`src/rtl/core/ps2dec_pkg.sv`:
```
// ----------------------------------------------------------------------------
// ps2dec_pkg
// shared codes, widths and the key event type of the set 2 scan code decoder
// ----------------------------------------------------------------------------
`default_nettype none

package ps2dec_pkg;

	localparam int unsigned BYTE_W = 8;
	localparam int unsigned CODE_W = 9;
	localparam int unsigned MOD_W  = 6;

	localparam logic [BYTE_W-1:0] SC_EXT      = 8'hE0;
	localparam logic [BYTE_W-1:0] SC_BREAK    = 8'hF0;
	localparam logic [BYTE_W-1:0] SC_PAUSE    = 8'hE1;
	localparam logic [BYTE_W-1:0] SC_CAPS     = 8'h58;
	localparam logic [BYTE_W-1:0] SC_SCROLL   = 8'h7E;
	localparam logic [BYTE_W-1:0] SC_NUM      = 8'h77;
	localparam logic [BYTE_W-1:0] SC_PRTSC    = 8'h7C;
	localparam logic [BYTE_W-1:0] SC_LCTRL    = 8'h14;
	localparam logic [BYTE_W-1:0] SC_LSHIFT   = 8'h12;

	localparam logic [CODE_W-1:0] KC_LALT     = 9'h011;
	localparam logic [CODE_W-1:0] KC_LSHIFT   = 9'h012;
	localparam logic [CODE_W-1:0] KC_LCTRL    = 9'h014;
	localparam logic [CODE_W-1:0] KC_RSHIFT   = 9'h059;
	localparam logic [CODE_W-1:0] KC_RALT     = 9'h111;
	localparam logic [CODE_W-1:0] KC_RCTRL    = 9'h114;
	localparam logic [CODE_W-1:0] KC_PRINTSCR = 9'h17C;
	localparam logic [CODE_W-1:0] KC_PAUSE    = 9'h177;

	typedef struct packed {
		logic [CODE_W-1:0] key_code;
		logic              is_release;
		logic              caps_on;
		logic              num_on;
		logic              scroll_on;
		logic [MOD_W-1:0]  modifiers;
	} key_event_t;

	function automatic logic [MOD_W-1:0] mod_mask(input logic [CODE_W-1:0] code);
		logic [MOD_W-1:0] m;
		m = '0;
		unique case (code)
			KC_LALT:   m = 6'b000001;
			KC_LSHIFT: m = 6'b000010;
			KC_LCTRL:  m = 6'b000100;
			KC_RSHIFT: m = 6'b001000;
			KC_RALT:   m = 6'b010000;
			KC_RCTRL:  m = 6'b100000;
			default:   m = '0;
		endcase
		return m;
	endfunction

endpackage

`default_nettype wire

```
`src/rtl/core/ps2dec_if.sv`:
```
// ----------------------------------------------------------------------------
// ps2dec channel interfaces
// valid/ready channels for raw keyboard bytes and decoded key events
// ----------------------------------------------------------------------------
`default_nettype none

interface ps2dec_byte_if import ps2dec_pkg::*; ();
	logic              valid;
	logic              ready;
	logic [BYTE_W-1:0] scan_byte;

	modport source (output valid, output scan_byte, input ready);
	modport sink   (input valid, input scan_byte, output ready);
endinterface

interface ps2dec_event_if import ps2dec_pkg::*; ();
	logic              valid;
	logic              ready;
	logic [CODE_W-1:0] key_code;
	logic              is_release;
	logic              caps_on;
	logic              num_on;
	logic              scroll_on;
	logic [MOD_W-1:0]  modifiers;

	modport source (output valid, output key_code, output is_release, output caps_on,
		output num_on, output scroll_on, output modifiers, input ready);
	modport sink   (input valid, input key_code, input is_release, input caps_on,
		input num_on, input scroll_on, input modifiers, output ready);
endinterface

`default_nettype wire

```
`src/rtl/core/ps2dec_core.sv`:
```
// ----------------------------------------------------------------------------
// ps2dec_core
// prefix history, skip queue, lock and modifier state; decodes one byte per
// step and reports the key event it completes, if any
// ----------------------------------------------------------------------------
`default_nettype none

module ps2dec_core import ps2dec_pkg::*; #(
	parameter int unsigned PREFIX_DEPTH = 8
) (
	input  logic              clk,
	input  logic              arst_n,
	input  logic              step,
	input  logic [BYTE_W-1:0] ch,
	output logic              emit,
	output key_event_t        evt
);

	localparam int unsigned CW = $clog2(PREFIX_DEPTH + 1);
	localparam int unsigned IW = $clog2(PREFIX_DEPTH);

	logic [BYTE_W-1:0] prefix_q [PREFIX_DEPTH];
	logic [CW-1:0]     cnt_q, cnt_d;
	logic [BYTE_W-1:0] skip_b0_q, skip_b0_d, skip_b1_q, skip_b1_d;
	logic [1:0]        skip_cnt_q, skip_cnt_d;
	logic              caps_q, caps_d, num_q, num_d, scroll_q, scroll_d;
	logic [MOD_W-1:0]  mods_q, mods_d, mask;

	logic              hold_en;
	logic [IW-1:0]     hold_idx;
	logic              lk_caps, lk_num, lk_scroll, lock_cur, lock_set, lock_clr;
	logic [CODE_W-1:0] code;
	logic              rel;
	logic              n0, n1, n2, n3, n5, n7;
	logic              skip_hit;

	assign n0 = (cnt_q == CW'(0));
	assign n1 = (cnt_q == CW'(1));
	assign n2 = (cnt_q == CW'(2));
	assign n3 = (cnt_q == CW'(3));
	assign n5 = (cnt_q == CW'(5));
	assign n7 = (cnt_q == CW'(7));
	assign skip_hit = (skip_cnt_q != 2'd0) && (skip_b0_q == ch);

	always_comb begin
		cnt_d      = cnt_q;
		skip_cnt_d = skip_cnt_q;
		skip_b0_d  = skip_b0_q;
		skip_b1_d  = skip_b1_q;
		hold_en    = 1'b0;
		hold_idx   = '0;
		lk_caps    = 1'b0;
		lk_num     = 1'b0;
		lk_scroll  = 1'b0;
		emit       = 1'b0;
		code       = {1'b0, ch};
		rel        = 1'b0;
		if (skip_hit) begin
			skip_cnt_d = skip_cnt_q - 2'd1;
			if (skip_cnt_q == 2'd2) begin
				skip_b0_d = skip_b1_q;
			end
		end else begin
			case (ch) inside
				SC_CAPS: begin
					lk_caps = 1'b1;
				end
				SC_SCROLL: begin
					lk_scroll = 1'b1;
				end
				SC_NUM: begin
					if (n2 && prefix_q[0] == SC_PAUSE && prefix_q[1] == SC_LCTRL) begin
						hold_en  = 1'b1;
						hold_idx = IW'(2);
						cnt_d    = CW'(3);
					end else if (n7 && prefix_q[0] == SC_PAUSE && prefix_q[1] == SC_LCTRL
							&& prefix_q[2] == SC_NUM && prefix_q[3] == SC_PAUSE
							&& prefix_q[4] == SC_BREAK && prefix_q[5] == SC_LCTRL
							&& prefix_q[6] == SC_BREAK) begin
						cnt_d = '0;
						emit  = 1'b1;
						code  = KC_PAUSE;
					end else begin
						lk_num = 1'b1;
					end
				end
				SC_EXT, SC_BREAK: begin
					if (cnt_q < CW'(PREFIX_DEPTH)) begin
						hold_en  = 1'b1;
						hold_idx = cnt_q[IW-1:0];
						cnt_d    = cnt_q + CW'(1);
					end
				end
				default: begin
					cnt_d = '0;
					if (n0 && ch == SC_PAUSE) begin
						hold_en  = 1'b1;
						hold_idx = IW'(0);
						cnt_d    = CW'(1);
					end else if (n1) begin
						if (prefix_q[0] == SC_EXT) begin
							if (ch == SC_LSHIFT) begin
								hold_en  = 1'b1;
								hold_idx = IW'(1);
								cnt_d    = CW'(2);
							end else begin
								emit = 1'b1;
								code = {1'b1, ch};
							end
						end else if (prefix_q[0] == SC_BREAK) begin
							emit = 1'b1;
							rel  = 1'b1;
						end else if (prefix_q[0] == SC_PAUSE && ch == SC_LCTRL) begin
							hold_en  = 1'b1;
							hold_idx = IW'(1);
							cnt_d    = CW'(2);
						end else begin
							emit = 1'b1;
						end
					end else if (n2) begin
						if (prefix_q[0] == SC_EXT && prefix_q[1] == SC_BREAK) begin
							if (ch == SC_PRTSC) begin
								hold_en  = 1'b1;
								hold_idx = IW'(2);
								cnt_d    = CW'(3);
							end else begin
								emit = 1'b1;
								code = {1'b1, ch};
								rel  = 1'b1;
							end
						end else begin
							emit = 1'b1;
						end
					end else if (n3) begin
						if (prefix_q[0] == SC_EXT && prefix_q[1] == SC_LSHIFT
								&& prefix_q[2] == SC_EXT && ch == SC_PRTSC) begin
							emit = 1'b1;
							code = KC_PRINTSCR;
						end else if (prefix_q[0] == SC_PAUSE && prefix_q[1] == SC_LCTRL
								&& prefix_q[2] == SC_NUM && ch == SC_PAUSE) begin
							hold_en  = 1'b1;
							hold_idx = IW'(3);
							cnt_d    = CW'(4);
						end else begin
							emit = 1'b1;
						end
					end else if (n5) begin
						if (prefix_q[0] == SC_EXT && prefix_q[1] == SC_BREAK
								&& prefix_q[2] == SC_PRTSC && prefix_q[3] == SC_EXT
								&& prefix_q[4] == SC_BREAK && ch == SC_LSHIFT) begin
							emit = 1'b1;
							code = KC_PRINTSCR;
							rel  = 1'b1;
						end else if (prefix_q[0] == SC_PAUSE && prefix_q[1] == SC_LCTRL
								&& prefix_q[2] == SC_NUM && prefix_q[3] == SC_PAUSE
								&& prefix_q[4] == SC_BREAK && ch == SC_LCTRL) begin
							hold_en  = 1'b1;
							hold_idx = IW'(5);
							cnt_d    = CW'(6);
						end else begin
							emit = 1'b1;
						end
					end else begin
						emit = 1'b1;
					end
				end
			endcase
		end

		// lock key handling
		lock_cur = (lk_caps & caps_q) | (lk_num & num_q) | (lk_scroll & scroll_q);
		lock_set = 1'b0;
		lock_clr = 1'b0;
		if (lk_caps | lk_num | lk_scroll) begin
			if (lock_cur) begin
				cnt_d = '0;
				if (n0) begin
					hold_en  = 1'b1;
					hold_idx = IW'(0);
					cnt_d    = CW'(1);
				end else if (n2 && prefix_q[0] == ch && prefix_q[1] == SC_BREAK) begin
					lock_clr = 1'b1;
				end
			end else begin
				lock_set   = 1'b1;
				skip_b0_d  = SC_BREAK;
				skip_b1_d  = ch;
				skip_cnt_d = 2'd2;
			end
		end
		caps_d   = lk_caps   ? ((caps_q   | lock_set) & ~lock_clr) : caps_q;
		num_d    = lk_num    ? ((num_q    | lock_set) & ~lock_clr) : num_q;
		scroll_d = lk_scroll ? ((scroll_q | lock_set) & ~lock_clr) : scroll_q;

		mask   = mod_mask(code);
		mods_d = mods_q;
		if (emit) begin
			mods_d = rel ? (mods_q & ~mask) : (mods_q | mask);
		end
	end

	assign evt.key_code   = code;
	assign evt.is_release = rel;
	assign evt.caps_on    = caps_q;
	assign evt.num_on     = num_q;
	assign evt.scroll_on  = scroll_q;
	assign evt.modifiers  = mods_d;

	always_ff @(posedge clk or negedge arst_n) begin
		if (!arst_n) begin
			cnt_q      <= '0;
			skip_cnt_q <= '0;
			caps_q     <= 1'b0;
			num_q      <= 1'b0;
			scroll_q   <= 1'b0;
			mods_q     <= '0;
		end else if (step) begin
			cnt_q      <= cnt_d;
			skip_cnt_q <= skip_cnt_d;
			caps_q     <= caps_d;
			num_q      <= num_d;
			scroll_q   <= scroll_d;
			mods_q     <= mods_d;
		end
	end

	always_ff @(posedge clk) begin
		if (step) begin
			skip_b0_q <= skip_b0_d;
			skip_b1_q <= skip_b1_d;
			if (hold_en) begin
				prefix_q[hold_idx] <= ch;
			end
		end
	end

endmodule

`default_nettype wire

```
`src/rtl/core/ps2_set2_scancode_decoder.sv`:
```
// ----------------------------------------------------------------------------
// ps2_set2_scancode_decoder
// PS/2 scan code set 2 byte stream to key event decoder
// ----------------------------------------------------------------------------
// One keyboard byte is taken per request on the scan channel and each byte
// that completes a key yields one request on the key channel: a 9-bit code
// with bit 8 set for extended keys (0x17C print screen, 0x177 pause), a
// release flag, the caps, num and scroll lock bits and six held modifier bits
// (lalt, lshift, lctrl, rshift, ralt, rctrl from bit 0). Prefix bytes and the
// lock keys themselves produce no event. A taken byte is held in a register
// until it is decoded, and its event is registered into the output register
// as it is decoded; a new byte can be taken every cycle, and the input stalls
// only while the output register holds an event that has not been taken.
// ----------------------------------------------------------------------------
`default_nettype none

module ps2_set2_scancode_decoder import ps2dec_pkg::*; #(
	parameter int unsigned PREFIX_DEPTH = 8
) (
	input  logic             clk,
	input  logic             arst_n,
	ps2dec_byte_if.sink      scan,
	ps2dec_event_if.source   key
);

	logic              v_s1;
	logic [BYTE_W-1:0] byte_s1;
	logic              go_s1;
	logic              emit;
	key_event_t        evt;
	logic              out_v_q;
	key_event_t        out_q;

	assign go_s1      = v_s1 && (!out_v_q || key.ready);
	assign scan.ready = !v_s1 || go_s1;

	ps2dec_core #(
		.PREFIX_DEPTH (PREFIX_DEPTH)
	) u_core (
		.clk    (clk),
		.arst_n (arst_n),
		.step   (go_s1),
		.ch     (byte_s1),
		.emit   (emit),
		.evt    (evt)
	);

	always_ff @(posedge clk or negedge arst_n) begin
		if (!arst_n) begin
			v_s1    <= 1'b0;
			out_v_q <= 1'b0;
		end else begin
			if (scan.ready) begin
				v_s1 <= scan.valid;
			end
			if (go_s1 && emit) begin
				out_v_q <= 1'b1;
			end else if (key.ready) begin
				out_v_q <= 1'b0;
			end
		end
	end

	always_ff @(posedge clk) begin
		if (scan.ready && scan.valid) begin
			byte_s1 <= scan.scan_byte;
		end
		if (go_s1 && emit) begin
			out_q <= evt;
		end
	end

	assign key.valid      = out_v_q;
	assign key.key_code   = out_q.key_code;
	assign key.is_release = out_q.is_release;
	assign key.caps_on    = out_q.caps_on;
	assign key.num_on     = out_q.num_on;
	assign key.scroll_on  = out_q.scroll_on;
	assign key.modifiers  = out_q.modifiers;

endmodule

`default_nettype wire
```
`src/flat_wrapper.sv`:
```
// flat-port wrapper written by rule: the top's interface ports become plain ports
module ps2_set2_scancode_decoder_flat import ps2dec_pkg::*;
#(
	parameter int unsigned PREFIX_DEPTH = 8
)
  (clk, arst_n, scan_valid, scan_scan_byte, scan_ready, key_valid, key_key_code, key_is_release, key_caps_on, key_num_on, key_scroll_on, key_modifiers, key_ready);
  ps2dec_byte_if scan_i ();
  ps2dec_event_if key_i ();
  input  logic clk;
  input  logic arst_n;
  input wire logic [$bits(scan_i.valid)-1:0] scan_valid;
  input wire logic [$bits(scan_i.scan_byte)-1:0] scan_scan_byte;
  output wire logic [$bits(scan_i.ready)-1:0] scan_ready;
  output wire logic [$bits(key_i.valid)-1:0] key_valid;
  output wire logic [$bits(key_i.key_code)-1:0] key_key_code;
  output wire logic [$bits(key_i.is_release)-1:0] key_is_release;
  output wire logic [$bits(key_i.caps_on)-1:0] key_caps_on;
  output wire logic [$bits(key_i.num_on)-1:0] key_num_on;
  output wire logic [$bits(key_i.scroll_on)-1:0] key_scroll_on;
  output wire logic [$bits(key_i.modifiers)-1:0] key_modifiers;
  input wire logic [$bits(key_i.ready)-1:0] key_ready;
  assign scan_i.valid = scan_valid;
  assign scan_i.scan_byte = scan_scan_byte;
  assign scan_ready = scan_i.ready;
  assign key_valid = key_i.valid;
  assign key_key_code = key_i.key_code;
  assign key_is_release = key_i.is_release;
  assign key_caps_on = key_i.caps_on;
  assign key_num_on = key_i.num_on;
  assign key_scroll_on = key_i.scroll_on;
  assign key_modifiers = key_i.modifiers;
  assign key_i.ready = key_ready;
  ps2_set2_scancode_decoder #(.PREFIX_DEPTH(PREFIX_DEPTH)) u_core (.clk(clk), .arst_n(arst_n), .scan(scan_i), .key(key_i));
endmodule
```
`config.mk`:
```
export PLATFORM = sky130hd
export DESIGN_NAME = ps2_set2_scancode_decoder_flat
export DESIGN_NICKNAME = d
export VERILOG_FILES = /design/src/rtl/core/ps2dec_pkg.sv /design/src/rtl/core/ps2dec_if.sv /design/src/rtl/core/ps2dec_core.sv /design/src/rtl/core/ps2_set2_scancode_decoder.sv /design/src/flat_wrapper.sv
export SDC_FILE = /design/constraint.sdc
export NUM_CORES = 1
export LEC_CHECK = 0
export ABC_AREA = 1
export ABC_CLOCK_PERIOD_IN_PS = 3600
export BUFFER_PORTS_ARGS = -buffer_cell sky130_fd_sc_hd__buf_2
export CAP_MARGIN = 20
export CORE_ASPECT_RATIO = 1.4
export CORE_UTILIZATION = 50
export CTS_CLUSTER_SIZE = 28
export DETAILED_ROUTE_END_ITERATION = 8
export PLACE_DENSITY = 0.67
export SLEW_MARGIN = 30
export SYNTH_ARGS = -nofsm -noshare
export SYNTH_HDL_FRONTEND = slang
export SYNTH_SLANG_ARGS = --single-unit
```
`constraint.sdc`:
```
create_clock -name clk -period 3.6 [get_ports clk]
set_clock_uncertainty 0.15 [all_clocks]
set_input_delay 0.18 -clock clk [delete_from_list [all_inputs] [get_ports clk]]
set_output_delay 0.18 -clock clk [all_outputs]
set_load 0.05 [all_outputs]
```
==> flow_summary.json <==
{
  "setup_viol": 0,
  "layout_min_cycle_time_ns": 3.18,
  "stdcell_count": 794,
  "clk-insertion-delay-late_ns": 0.42,
  "place_hpwl_um": 9280,
  "critical_path_buf_inv_count": 3,
  "rsz0062_at_grt": "no",
  "die_height_um": 128,
  "drive_gt1_share_pct": 18.5,
  "yosysMostFrequentCell": "nand2_1",
  "dp_cells": 752,
  "yosysSeqAreaShare_pct": 60.1,
  "die-area_um2": 11700,
  "max_freq_mhz": 314,
  "crit_path_max_fanout": 9,
  "cp_slowest_cell": "edfxtp_1",
  "vdd_ir_drop_max_mv": 0.347,
  "grt_max_degree": 24,
  "syn_area_um2": 5650,
  "hold_viol_final": 0,
  "rrSetupSlack_ns": 0.42,
  "avgViaCountPerCell": 5.34,
  "synth_edf_count": 99,
  "leakagePower_nw": 2.75,
  "synthXorXnorAreaFrac_pct": 1.39,
  "synth_top_area_cell": "edfxtp_1",
  "status": "finished clean",
  "synthCells": 570,
  "endpoint": "u_core.u_core.prefix_q[5][7]",
  "cp.required_ns": 3.57,
  "dr.pass1.iters": 5,
  "setup_tns_ns": 0,
  "cts_setup_buffers": 0,
  "yosys-top-cells-count": "nand2_1, edfxtp_1, nor2_1",
  "post_cts_resize_count": 0,
  "cp-end-kind": "register",
  "ys_warn_count": 0,
  "area_growth_syn_to_layout_pct": 19.4,
  "cp.depth": 13,
  "tritoncts": "yes",
  "crit_path_max_incr_delay_ns": 0.61,
  "fin_crit_sh_pct": 88.4,
  "synthTopCellsByArea": "edfxtp_1, nand2_1, dfrtp_1, nor2_1, inv_1",
  "vias": 4242,
  "maxSlewHeadroom_pct": 57.8,
  "grt_pass1_wl_um": 20700,
  "reg2reg_to": "u_core.u_core.prefix_q[5][7]",
  "grt_pass1_vias": 4248,
  "crit_top_cell": "nand2_1",
  "ys_seq_elements": 116,
  "rr_startpoint": "u_core.byte_s1[1]",
  "clockBufferDepth": 2,
  "route.detailed.drc": 0,
  "synth_compound_area_share_pct": 7.33,
  "max_cap_viol_count": 0,
  "io_buffer_count": 32,
  "h-tree-depth": 4,
  "finalMaxSlewViolations": 0,
  "yosysUniqueCellTypes": 49,
  "cp-startpoint": "u_core.byte_s1[1]",
  "p_per_area_nw_per_um2": 566,
  "initial_core_util_pct": 51.7,
  "wirelength_um": 13000,
  "overflow": 0,
  "path_clk_slew_ns": 0.05,
  "routedWlPerCell_um": 16.4,
  "synth_top_family_by_area": "simple AND/OR/NAND/NOR gates",
  "avgSynthCellArea_um2": 9.92,
  "whs_ns": 0.0888,
  "yosys.area_share.simple_pct": 23.8,
  "async_flop_share_pct": 14.7,
  "die_x_um": 91.9,
  "clock_sinks": 116,
  "antenna_found_initial": 0,
  "drt-initial-drc-count": 287,
  "path_class": "register to register",
  "crit_family": "simple AND/OR/NAND/NOR gates",
  "synth_fp_nets": 589,
  "grtUsageTotal_pct": 23.9,
  "rows": 45,
  "synth_ff_type": "edfxtp_1",
  "nets": 660,
  "path_cells": "nor2_2 -> nand3_1 -> nor2_1 -> inv_1 -> nor2_1 -> nand2_1 -> nand2_1 -> a21boi_0 -> nand2_1 -> inv_1 -> nand2_1 -> nor3_1 -> buf_4",
  "yosys.area.top_type_share_pct": 52.6,
  "start_kind": "register",
  "synthMuxAreaShare_pct": 0,
  "cts_made_buffers": 17,
  "core_area_um2": 10900,
  "routabilityCongestion": 0.928,
  "postRouteAntennaNets": 0,
  "r2r_cells": 13,
  "hp-class": "primary input to async pin",
  "synthAdderAreaFrac_pct": 1.55,
  "cts_root_buf": "clkbuf_16",
  "tightest_slew_ns": 0.633,
  "ios": 33,
  "insertedDiodeCount": 0,
  "worst_ep_arrival_time_ns": 3.15
}
## layer usage
| metal | share of wire (%) | track usage [%] | vias up |
|---|---|---|---|
| met5 | 0 | 0 | - |
| met4 | 2.2 | 10.6 | 0 |
| met3 | 4.5 | 5.46 | 26 |
| met2 | 52 | 42.8 | 124 |
| met1 | 41 | 26.9 | 2018 |
| li1 | - | - | 2074 |
## per-stage QoR
step	power, mW	utilization [%]	setup WS [ns]	cell area, um^2
final	3.82	61.8	0.419	6750
after global routing	3.96	61.8	0.175	6750
after CTS	3.84	61.8	0.451	6750
after detailed placement	2.25	55.7	0.472	6090
after global placement	2.25	55.7	0.450	6090
after floorplan	2.09	-	0.666	5650
## state kept, by name, indices dropped and copies added (netlist names)
signal,count
u_core.key.caps_on,1
u_core.u_core.cnt_q,4
u_core.key.num_on,1
u_core.key.valid,1
u_core.v_s1,1
u_core.byte_s1,8
u_core.u_core.caps_q,1
u_core.key.key_code,9
u_core.key.modifiers,6
u_core.u_core.skip_b1_q,8
u_core.u_core.num_q,1
u_core.u_core.prefix_q,56
u_core.u_core.skip_b0_q,8
u_core.u_core.mods_q,6
u_core.u_core.skip_cnt_q,2
u_core.key.scroll_on,1
u_core.key.is_release,1
u_core.u_core.scroll_q,1
## placed cells by master, fill, tap and decap left out, types with 3 or more instances in the layout
| cell type | instances |
|---|---|
| a31oi_1 | 4 |
| nand3_1 | 35 |
| edfxtp_1 | 99 |
| o22a_1 | 3 |
| o21bai_1 | 3 |
| clkbuf_16 | 17 |
| buf_2 | 32 |
| dfrtp_1 | 17 |
| dlygate4sd3_1 | 11 |
| buf_4 | 20 |
| o211ai_1 | 5 |
| nand3b_1 | 4 |
| ha_1 | 7 |
| nand2_1 | 122 |
| a21oi_1 | 11 |
| nor2_1 | 77 |
| nand2_2 | 5 |
| clkbuf_1 | 4 |
| inv_2 | 9 |
| o22ai_1 | 4 |
| xor2_1 | 7 |
| nor2_2 | 9 |
| nand4_1 | 13 |
| inv_1 | 60 |
| a21oi_2 | 3 |
| nor3_1 | 8 |
| nand3_2 | 3 |
| o21ai_0 | 16 |
| clkinv_1 | 4 |
| nor2_4 | 3 |
## logic make-up after synthesis
logic type | count (synthesis)
AOI/OAI and AO/OA | 62
xor gates and xnor gates | 9
and+or+nand+nor | 293
adders and majority gates | 7
buffers and inverters | 83
DFF | 116
## worst min-delay path by stage
stage               slack [ns]    from                       to
floorplan                -0.27  arst_n         u_core.key.valid
global placement         -0.02  arst_n  u_core.u_core.mods_q[0]
detailed placement       -0.01  arst_n  u_core.u_core.mods_q[1]
CTS                       0.09  arst_n  u_core.u_core.mods_q[3]
global route              0.13  arst_n  u_core.u_core.mods_q[3]
finish                    0.09  arst_n  u_core.u_core.mods_q[0]
## power by group
part           internal, mW  total [mW]  leakage [nW]  switching (mW)
logic                 0.165       0.586          1.34           0.421
clock network          1.01        1.58         0.262           0.571
registers              1.59        1.66          1.14          0.0694
total                  2.76        3.82          2.75            1.06
## cell type report
cell class | count | area, um^2
Fill cell | 902 | 4180
Clock inverter | 10 | 110
Multi-Input combinational cell | 371 | 1930
Inverter | 72 | 273
Sequential cell | 116 | 3400
Timing Repair Buffer | 63 | 420
Tap cell | 141 | 176
Clock buffer | 21 | 440
## repair_timing
action | in CTS | in global routing
setup endpoints to repair | 0 | 0
endpoints found under the hold margin | 27 | 0
hold buffers | 11 | 0
(Power assumes the default switching activity.)
